===== src/sv/ptdg_pkg.sv =====
// Package for the page table descriptor generator.
// Holds the constants, codes and types shared by the generator's modules.
// Has no dependencies.
`default_nettype none

package ptdg_pkg;

    // Input mode codes.
    localparam logic [1:0] MODE_LEVEL_ONE = 2'd0;
    localparam logic [1:0] MODE_FW_PAGE   = 2'd1;
    localparam logic [1:0] MODE_OCM_PAGE  = 2'd2;

    // Configuration register indexes.
    localparam int unsigned CFG_INDEX_W = 3;
    localparam logic [CFG_INDEX_W-1:0] CFG_FW_TABLE_BASE  = 3'd0;
    localparam logic [CFG_INDEX_W-1:0] CFG_OCM_TABLE_BASE = 3'd1;
    localparam logic [CFG_INDEX_W-1:0] CFG_CODE_END       = 3'd2;
    localparam logic [CFG_INDEX_W-1:0] CFG_DMA_FIRST      = 3'd3;
    localparam logic [CFG_INDEX_W-1:0] CFG_DMA_LAST       = 3'd4;

    // Reset values.
    localparam logic [31:0] CODE_END_RESET  = 32'h0010_0000;
    localparam logic [11:0] DMA_FIRST_RESET = 12'd2;
    localparam logic [11:0] DMA_LAST_RESET  = 12'd383;
    localparam logic [31:0] PAGE_ROUND      = 32'h0000_0FFF;

    // Section numbers (address bits 31..20).
    localparam logic [11:0] SECT_FIRMWARE = 12'h001;
    localparam logic [11:0] SECT_DDR_LAST = 12'h3FF;
    localparam logic [11:0] SECT_OCM_HIGH = 12'hFFF;
    localparam logic [11:0] SECT_DEV_A    = 12'h43C;
    localparam logic [11:0] SECT_DEV_B    = 12'h83C;
    localparam logic [11:0] SECT_DEV_C    = 12'hE00;
    localparam logic [11:0] SECT_DEV_D    = 12'hF80;
    localparam logic [11:0] SECT_DEV_E    = 12'hF8F;

    // Lowest on-chip page number (address bits 31..12).
    localparam logic [19:0] PAGE_OCM_LOW = 20'hFFFC0;

    // Entry attribute bits.
    localparam logic [31:0] SEC_BASE_BITS    = 32'h0000_0402;
    localparam logic [31:0] ATTR_CACHED_XN   = 32'h0001_101C;
    localparam logic [31:0] ATTR_UNCACHED_XN = 32'h0001_1010;
    localparam logic [31:0] ATTR_DEVICE_XN   = 32'h0001_0014;
    localparam logic [31:0] PG_RX_BITS       = 32'h0000_065E;
    localparam logic [31:0] PG_RW_XN_BITS    = 32'h0000_045F;
    localparam logic [31:0] PG_ONCHIP_BITS   = 32'h0000_0453;
    localparam logic [31:0] COARSE_TYPE      = 32'h0000_0001;

    typedef struct packed {
        logic [21:0] fw_table_base;   // bits 31..10 of the firmware table
        logic [21:0] ocm_table_base;  // bits 31..10 of the on-chip table
        logic [19:0] code_page_limit; // rounded code end, page number
        logic [11:0] dma_first;
        logic [11:0] dma_last;
    } cfg_t;

    typedef struct packed {
        logic [31:0] descriptor;
        logic        mapped;
        logic        executable;
        logic        privileged_writable;
        logic        writable_and_executable;
    } result_t;

endpackage

`default_nettype wire


===== src/sv/ptdg_cfg_regs.sv =====
// Configuration registers of the page table descriptor generator.
// Stores only the bits that the entry logic uses. Depends on ptdg_pkg.
`default_nettype none

module ptdg_cfg_regs
    import ptdg_pkg::*;
(
    input  wire logic                   clk,
    input  wire logic                   rst_n,
    input  wire logic                   cfg_we,
    input  wire logic [CFG_INDEX_W-1:0] cfg_index,
    input  wire logic [31:0]            cfg_data,
    output cfg_t                        cfg
);

    cfg_t        cfg_reg;
    cfg_t        cfg_next;
    logic [31:0] code_end_rounded;
    logic [31:0] code_end_reset_rounded;

    // The rounding add wraps at 32 bits: an end above the last page start gives limit 0.
    assign code_end_rounded       = cfg_data + PAGE_ROUND;
    assign code_end_reset_rounded = CODE_END_RESET + PAGE_ROUND;

    always_comb
    begin
        cfg_next = cfg_reg;
        if (cfg_we)
        begin
            case (cfg_index)
                CFG_FW_TABLE_BASE:  cfg_next.fw_table_base   = cfg_data[31:10];
                CFG_OCM_TABLE_BASE: cfg_next.ocm_table_base  = cfg_data[31:10];
                CFG_CODE_END:       cfg_next.code_page_limit = code_end_rounded[31:12];
                CFG_DMA_FIRST:      cfg_next.dma_first       = cfg_data[11:0];
                CFG_DMA_LAST:       cfg_next.dma_last        = cfg_data[11:0];
                default:            cfg_next = cfg_reg;
            endcase
        end
    end

    always_ff @(posedge clk or negedge rst_n)
    begin
        if (!rst_n)
        begin
            cfg_reg.fw_table_base   <= '0;
            cfg_reg.ocm_table_base  <= '0;
            cfg_reg.code_page_limit <= code_end_reset_rounded[31:12];
            cfg_reg.dma_first       <= DMA_FIRST_RESET;
            cfg_reg.dma_last        <= DMA_LAST_RESET;
        end
        else
        begin
            cfg_reg <= cfg_next;
        end
    end

    assign cfg = cfg_reg;

endmodule

`default_nettype wire


===== src/sv/ptdg_entry_logic.sv =====
// Combinational entry builder of the page table descriptor generator.
// Classifies the address for the given mode and forms the entry and flags.
// Depends on ptdg_pkg.
`default_nettype none

module ptdg_entry_logic
    import ptdg_pkg::*;
(
    input  wire logic [1:0]  mode,
    input  wire logic [31:0] address,
    input  wire cfg_t        cfg,
    output result_t          result
);

    logic [11:0] sect;
    logic [19:0] page;
    logic [31:0] sect_addr;
    logic [31:0] page_addr;
    logic        in_dma;
    logic        is_device;
    logic [31:0] l1_entry;
    logic [31:0] fw_entry;
    logic [31:0] ocm_entry;
    logic [31:0] entry;
    logic        page_mode;
    logic        small_page;
    logic        ex;
    logic        pw;

    assign sect      = address[31:20];
    assign page      = address[31:12];
    assign sect_addr = {sect, 20'd0};
    assign page_addr = {page, 12'd0};
    assign in_dma    = (sect >= cfg.dma_first) && (sect <= cfg.dma_last);
    assign is_device = (sect == SECT_DEV_A) || (sect == SECT_DEV_B) || (sect == SECT_DEV_C)
                    || (sect == SECT_DEV_D) || (sect == SECT_DEV_E);

    always_comb
    begin
        // The firmware section is always a coarse pointer, ahead of the DDR range check.
        if (sect == SECT_FIRMWARE)
            l1_entry = {cfg.fw_table_base, 10'd0} | COARSE_TYPE;
        else if (sect != 12'd0 && sect <= SECT_DDR_LAST)
            l1_entry = sect_addr | SEC_BASE_BITS | (in_dma ? ATTR_UNCACHED_XN : ATTR_CACHED_XN);
        else if (is_device)
            l1_entry = sect_addr | SEC_BASE_BITS | ATTR_DEVICE_XN;
        else if (sect == SECT_OCM_HIGH)
            l1_entry = {cfg.ocm_table_base, 10'd0} | COARSE_TYPE;
        else
            l1_entry = '0;
    end

    always_comb
    begin
        if (sect != SECT_FIRMWARE)
            fw_entry = '0;
        else if (page < cfg.code_page_limit)
            fw_entry = page_addr | PG_RX_BITS;
        else
            fw_entry = page_addr | PG_RW_XN_BITS;
    end

    assign ocm_entry = (sect == SECT_OCM_HIGH && page >= PAGE_OCM_LOW)
                     ? (page_addr | PG_ONCHIP_BITS) : '0;

    always_comb
    begin
        case (mode)
            MODE_LEVEL_ONE:
            begin
                entry     = l1_entry;
                page_mode = 1'b0;
            end
            MODE_FW_PAGE:
            begin
                entry     = fw_entry;
                page_mode = 1'b1;
            end
            MODE_OCM_PAGE:
            begin
                entry     = ocm_entry;
                page_mode = 1'b1;
            end
            default:
            begin
                entry     = '0;
                page_mode = 1'b0;
            end
        endcase
    end

    // Bit 1 marks a small page, bit 0 is execute-never, bit 4 is AP[0] and bit 9 is APX.
    assign small_page = page_mode & entry[1];
    assign ex         = small_page & ~entry[0];
    assign pw         = small_page & entry[4] & ~entry[9];

    assign result.descriptor              = entry;
    assign result.mapped                  = (entry != '0);
    assign result.executable              = ex;
    assign result.privileged_writable     = pw;
    assign result.writable_and_executable = ex & pw;

endmodule

`default_nettype wire


===== src/sv/page_table_descriptor_generator_core.sv =====
// Page table descriptor generator, top level.
// Pipeline: an accepted transaction is held in the input register, its entry in the result register.
// Throughput: one transaction per cycle while out_ready is high; the entry logic is one pass.
// Reset: asynchronous, active low; clears both pipeline valids and restores register defaults.
// Depends on ptdg_pkg, ptdg_cfg_regs and ptdg_entry_logic.
`default_nettype none

module page_table_descriptor_generator_core
    import ptdg_pkg::*;
(
    input  wire logic                   clk,
    input  wire logic                   rst_n,
    input  wire logic                   in_valid,
    output logic                        in_ready,
    input  wire logic [1:0]             mode,
    input  wire logic [31:0]            address,
    output logic                        out_valid,
    input  wire logic                   out_ready,
    output logic [31:0]                 descriptor,
    output logic                        mapped,
    output logic                        executable,
    output logic                        privileged_writable,
    output logic                        writable_and_executable,
    input  wire logic                   cfg_we,
    input  wire logic [CFG_INDEX_W-1:0] cfg_index,
    input  wire logic [31:0]            cfg_data
);

    cfg_t        cfg;
    result_t     entry_result;
    logic        in_valid_reg;
    logic        in_valid_next;
    logic [1:0]  mode_reg;
    logic [31:0] address_reg;
    logic        out_valid_reg;
    logic        out_valid_next;
    result_t     result_reg;
    logic        result_load;
    logic        in_load;

    ptdg_cfg_regs u_cfg_regs
    (
        .clk       (clk),
        .rst_n     (rst_n),
        .cfg_we    (cfg_we),
        .cfg_index (cfg_index),
        .cfg_data  (cfg_data),
        .cfg       (cfg)
    );

    ptdg_entry_logic u_entry_logic
    (
        .mode    (mode_reg),
        .address (address_reg),
        .cfg     (cfg),
        .result  (entry_result)
    );

    // The result register takes the held entry whenever it is empty or being drained.
    assign result_load    = in_valid_reg && (!out_valid_reg || out_ready);
    assign in_ready       = !in_valid_reg || result_load;
    assign in_load        = in_valid && in_ready;
    assign in_valid_next  = in_load || (in_valid_reg && !result_load);
    assign out_valid_next = result_load || (out_valid_reg && !out_ready);

    always_ff @(posedge clk or negedge rst_n)
    begin
        if (!rst_n)
        begin
            in_valid_reg  <= 1'b0;
            out_valid_reg <= 1'b0;
        end
        else
        begin
            in_valid_reg  <= in_valid_next;
            out_valid_reg <= out_valid_next;
        end
    end

    always_ff @(posedge clk)
    begin
        if (in_load)
        begin
            mode_reg    <= mode;
            address_reg <= address;
        end
        if (result_load)
        begin
            result_reg <= entry_result;
        end
    end

    assign out_valid               = out_valid_reg;
    assign descriptor              = result_reg.descriptor;
    assign mapped                  = result_reg.mapped;
    assign executable              = result_reg.executable;
    assign privileged_writable     = result_reg.privileged_writable;
    assign writable_and_executable = result_reg.writable_and_executable;

`ifndef SYNTH
    a_mapped_matches: assert property (@(posedge clk) disable iff (!rst_n)
        out_valid |-> (mapped == (descriptor != 32'd0)))
        else $error("mapped flag disagrees with descriptor");

    a_wx_both: assert property (@(posedge clk) disable iff (!rst_n)
        (out_valid && writable_and_executable) |-> (executable && privileged_writable))
        else $error("writable_and_executable without both flags");

    a_entry_moves: assert property (@(posedge clk) disable iff (!rst_n)
        result_load |=> out_valid)
        else $error("entry taken into result register but no result shown");

    a_no_overwrite: assert property (@(posedge clk) disable iff (!rst_n)
        (in_valid_reg && out_valid_reg && !out_ready) |-> !in_ready)
        else $error("input accepted while both stages are stalled");
`endif

endmodule

`default_nettype wire


===== config.mk =====
export PLATFORM = sky130hd
export DESIGN_NAME = page_table_descriptor_generator_core
export DESIGN_NICKNAME = d
export VERILOG_FILES = /design/src/sv/ptdg_pkg.sv /design/src/sv/ptdg_cfg_regs.sv /design/src/sv/ptdg_entry_logic.sv /design/src/sv/page_table_descriptor_generator_core.sv
export SDC_FILE = /design/constraint.sdc
export NUM_CORES = 1
export LEC_CHECK = 0
export ABC_CLOCK_PERIOD_IN_PS = 3200
export BUFFER_PORTS_ARGS = -buffer_cell sky130_fd_sc_hd__clkbuf_2
export CORE_ASPECT_RATIO = 1.4
export CORE_UTILIZATION = 57
export CTS_CLUSTER_DIAMETER = 40
export DETAILED_ROUTE_END_ITERATION = 8
export PLACE_DENSITY = 0.91
export SLEW_MARGIN = 25
export SYNTH_ARGS = -nofsm -noshare
export SYNTH_HDL_FRONTEND = slang
export SYNTH_SLANG_ARGS = --single-unit

===== constraint.sdc =====
create_clock -name clk -period 3.2 [get_ports clk]
set_input_delay 0.96 -clock clk [delete_from_list [all_inputs] [get_ports clk]]
set_output_delay 0.96 -clock clk [all_outputs]
set_load 0.02 [all_outputs]

* Word-level counts from Yosys, hierarchy flattened *
Cells that the tools add are included.

word-level totals
  flip-flop bits (word level) = 160
  word-level logic and storage cells = 81
  output and inout bits = 38

cells by class
  bitwise logic cells = 8
  equality and inequality tests = 14
  order comparisons = 5
  add/sub/neg operators = 1
  reductions and logical operators = 29
  muxes and demuxes = 10

operators with widths
  operator                count
  $mux 32                 6
  $pmux 32 s3             1
  $eq 12x12->1 const B    5
  $add 32x12->32 const B  1
  $or 32x17->32           1
  $reduce_bool 32->1      1
  $ge 20x20->1 const B    1
  $lt 20x20->1            1
  $eq 12x1->1 const B     1
  $eq 12x11->1 const B    1
  $ge 12x12->1            1
  $le 12x10->1 const B    1
  $le 12x12->1            1
  $ne 12x1->1 const B     1
  $reduce_bool 12->1      1
  $mux 10                 1
  $reduce_and 2->1        5
  $logic_or 1x1->1        8
  $logic_and 1x1->1       7
  $eq 3x2->1 const B      2
  $and 1x1->1             5
  $logic_not 1->1         4
  $mux 4                  1
  $eq 3x1->1 const B      1
  other kinds (8)         9

* Depth between registers and ports, before layout *
  depth after elaboration = 13
  gate-level depth with buffers = 9
  gate-level depth less buffers = 9

* Cells and area by module *
Synthesis repeated with hierarchy kept, for this count alone.

second synthesis, totals
  cell total of the unflattened synthesis = 644
  area total of the unflattened synthesis = 7,937.6 um2

modules (own cells, without submodules)
  module                                area an instance (um2)  times used  sequential area each (um2)  cells an instance
  ptdg_cfg_regs                         3,792.4                 1           2,214.6                     280
  page_table_descriptor_generator_core  2,205.9                 1           2,152.1                     78
  ptdg_entry_logic                      1,939.4                 1           0.0                         286

* Worst setup path after synthesis *
Ideal clock, no wire load.

  kind = input -> register
  start = in cfg_we
  end = reg u_cfg_regs.cfg_reg, in the netlist u_cfg_regs.cfg[69]
  setup time = 0.125 ns
  setup slack = 0.724 ns
  data arrival time = 2.351 ns
  required time = 3.075 ns
  stages = 4
  path through = nor2b_1 -> nor3b_1 -> clkbuf_1 -> mux2_2

between the ends
  cells in the longest elaborated chain, start to end = 1

ends and longest elaborated chain
  what                        line                                        text
  from (decl)                 page_table_descriptor_generator_core.sv:24  input wire logic cfg_we,
  $reduce_and 2->1 (no line)  n/a
  to (signal assigned)        ptdg_cfg_regs.sv:53                         cfg_reg <= cfg_next;
  to (decl)                   ptdg_cfg_regs.sv:16                         cfg_t cfg_reg;

Every way passes these cells.
A chain may end at the register's enable or synchronous reset.

==> out/summary.txt <==
STA
-------------------------------------------------------------------------------------
Setup repair after global routing missed its margin                                no
Pin slew with the least headroom to its limit                                0.826 ns
Skew final                                                                 0.00988 ns
Max_slew headroom                                                               43.5%
Final worst path period share                                                   97.1%
Count of final hold-check violations                                                0
Highest clock frequency the design can meet                                   322 MHz
Count of pins over their slew limit                                                 0
Setup Total Neg Slack                                                            0 ns
Endpoints failing setup                                                             0
Minimum clock period                                                          3.11 ns

CRITICAL PATH
-------------------------------------------------------------------------------------
Crit-path cells                                                          inv_1 > ha_1 > nand2b_1 > a2111oi_0 > nor4_1 > a2111oi_0 > nor3_1 > o32ai_1
Launch point of the worst path                                           address_reg[20]
Startpoint class of the critical path                                       flip-flop
Highest fanout seen on the critical path                                            3
Internal reg-to-reg setup slack                                               0.09 ns
Setup crit end kind                                                         flip-flop
Slowest cell delay on critical path                                           0.77 ns
Startpoint of the lowest-slack register-to-register path                 address_reg[20]
R2r endpoint                                                             descriptor[2]
Critical Path Slowest Stage Cell                                         sky130_fd_sc_hd__a2111oi_0
CP Data Required Time                                                         3.45 ns
Data arrival time of the worst path                                           3.35 ns
Crit path kind                                                           flip-flop to flip-flop
Worst r2r path cells                                                                8
Most Frequent Cell on Critical Path                                      sky130_fd_sc_hd__a2111oi_0

CLOCK NETWORK
-------------------------------------------------------------------------------------
Clock buffers created by TritonCTS                                                 17
Clock slew seen by the registers of the worst setup and hold paths            0.06 ns
Hold bufs inserted after CTS                                                        0
Clock latency on the worst-skew pair                                          0.44 ns
Root Buffer Master                                                       sky130_fd_sc_hd__clkbuf_16
Setup Buffers After CTS                                                             0
TritonCTS clock tree                                                            built
CTS max path bufs                                                                   2
Depth of the CTS H-tree                                                             4
Count of cells resized by post-cts repair                                           0
TritonCTS Sinks                                                                   144

GLOBAL ROUTE
-------------------------------------------------------------------------------------
Largest net degree at the start of global routing                                  52
Global router's overall resource usage                                          30.9%
First-pass GRT wire length                                                  30,900 um
Via count of the first global-routing pass                                      6,074
Overflow after GRT                                                                  0
Number of antenna violations at the first check in global routing                   0

SYNTH
-------------------------------------------------------------------------------------
Number of synthesized register bits                                               144
Avg Cell Area, Syn                                                           11.4 um2
Main flop type after synthesis                                           sky130_fd_sc_hd__dfrtp_1
Most area-consuming cells after synthesis                                sky130_fd_sc_hd__dfrtp_1 28%, sky130_fd_sc_hd__edfxtp_1 22%, sky130_fd_sc_hd__mux2_2 8.8%
Post-Syn Area                                                                7270 um2
Syn. warnings                                                                       0
Post-synthesis cell count                                                         636
Number of distinct library cells after synthesis                                   62
Sequential element share of the synthesized area                                53.5%
Biggest area consumer among synthesized cells                            sky130_fd_sc_hd__dfrtp_1
Number of enable-type register cells in the synthesized netlist                    54
Synth async-reset ratio                                                         62.5%
Top cells by count, synth                                                80 x sky130_fd_sc_hd__dfrtp_1, 57 x sky130_fd_sc_hd__mux2_2, 54 x sky130_fd_sc_hd__edfxtp_1
Share of the synthesized area in the top cell type                              27.5%
Most frequent cell after synthesis                                       sky130_fd_sc_hd__dfrtp_1

DETAILED ROUTING
-------------------------------------------------------------------------------------
Total Routed Length                                                         19,500 um
DRC Markers                                                                         0
Routed Antenna Nets                                                                 0
Iteration count of the initial detailed-routing pass                                7
Number of vias per cell after detailed routing                                   6.43
Count of routing violations after the opening detailed-route iteration            448
Vias post-DR                                                                    5,846
WL per Instance                                                               21.5 um

FLOORPLANNING
-------------------------------------------------------------------------------------
Die outline area                                                           13,200 um2
Starting density of the core                                                    58.8%
Height of the die                                                              136 um
Die width                                                                     97.4 um
Core Footprint                                                             12,400 um2
Ports                                                                             112
Site row count                                                                     48

LAYOUT
-------------------------------------------------------------------------------------
Area growth from synthesis to layout                                            17.8%
Share of layout cells above drive strength 1                                    31.0%
Antenna cells                                                                       0
Net count reported at finish                                                      867
Number of flip-flops under the largest register name                               88

POWER AND IR DROP
-------------------------------------------------------------------------------------
Worst VDD drop                                                                 358 uV
Overall Power                                                                 5.22 mW
Static leakage                                                                3.83 nW
Power density over the cells                                               609 nW/um2

HOLD PATH
-------------------------------------------------------------------------------------
Min-delay src                                                            in_valid_reg
Kind of path behind the tightest hold check                              flip-flop to flip-flop
Endpoint of the worst hold path                                             out_valid
Worst Hold Path Cells                                                               1

PLACE
-------------------------------------------------------------------------------------
Routability Congestion                                                          0.916
Port Buffer Count                                                                  96
Post-DP HPWL                                                                13,500 um

RUN STATUS
-------------------------------------------------------------------------------------
Run status                                                                  completed

FLOW RUN
-------------------------------------------------------------------------------------
Number of maximum-capacitance violations                                            0

-- cell usage in the layout (no fill, tap or decap), types with 7 or more instances in the layout --
cell,n
sky130_fd_sc_hd__dfrtp_1,80
sky130_fd_sc_hd__edfxtp_1,54
sky130_fd_sc_hd__a21oi_1,37
sky130_fd_sc_hd__o21ai_0,41
sky130_fd_sc_hd__dfstp_2,10
sky130_fd_sc_hd__xnor2_1,7
sky130_fd_sc_hd__a22oi_1,15
sky130_fd_sc_hd__xor2_1,14
sky130_fd_sc_hd__a21o_1,9
sky130_fd_sc_hd__inv_1,47
sky130_fd_sc_hd__nor2_1,30
sky130_fd_sc_hd__nand3_1,20
sky130_fd_sc_hd__clkbuf_16,17
sky130_fd_sc_hd__nand4_1,11
sky130_fd_sc_hd__nand2_1,46
sky130_fd_sc_hd__ha_1,47
sky130_fd_sc_hd__clkbuf_2,95
sky130_fd_sc_hd__mux2_2,57
sky130_fd_sc_hd__buf_4,19
-- critical path: cells and delay by family, from the launching register on --
family / cells / cell delay [ns]
DFF: 1 / 0.45
adders and majority gates: 1 / 0.24
and+or+nand+nor: 3 / 0.39
buffers and inverters: 1 / 0.13
AOI/OAI and AO/OA: 3 / 1.71
-- cell families (layout without fill, tap and decap cells) --
kind of cell	count (synthesis)	after routing	synth area share, %
other cells	1	3	0.0516
flops	144	144	53.5
xor+xnor	21	21	2.53
mux	57	57	8.83
simple gates	163	163	11.8
compound gates	129	129	11.1
buf+inv	74	195	4.17
fa+ha+maj	47	47	8.09
-- worst max path at each step --
stage | end | slack (ns) | cells after the start
after floorplan | u_cfg_regs.cfg[69] | 0.72 | 4
after global placement | descriptor[2] | 0.47 | 8
after detailed placement | descriptor[2] | 0.41 | 8
after CTS | descriptor[2] | 0.26 | 8
after global routing | descriptor[2] | 0.04 | 8
final | descriptor[2] | 0.09 | 8
-- power breakdown --
group	switching [mW]	internal, mW	leakage, nW
Sequential	0.169	2.23	1.58
Combinational	0.526	0.391	1.98
Clock	0.822	1.08	0.262
-- per-layer routing --
layer	wire (um)	part of all wire, %	track usage [%]	up-vias
met3	1560	8.0	7.22	117
met1	6650	34	33.7	2835
li1	-	-	-	2508
met4	1280	6.5	21.2	0
met5	0	0	0	-
met2	10100	51	53.3	386
-- cell type report --
class,count,area (um2)
Clock inverter,14,130
Sequential cell,144,3890
Timing Repair Buffer,115,638
Clock buffer,18,429
Fill cell,779,3810
Multi-Input combinational cell,420,3110
Inverter,48,180
Tap cell,150,188
-- per-stage QoR --
step	hold slack, ns	util, %	cells	setup WS (ns)	cell area, um2
after floorplan	0.449	-	638	0.724	7280
after global placement	0.463	64.7	877	0.471	8000
after detailed placement	0.483	64.7	877	0.408	8000
after CTS	0.498	69.2	909	0.261	8560
after global routing	0.517	69.2	909	0.0446	8560
final	0.493	69.2	909	0.0920	8560
Power figures use the tool's default switching activity.
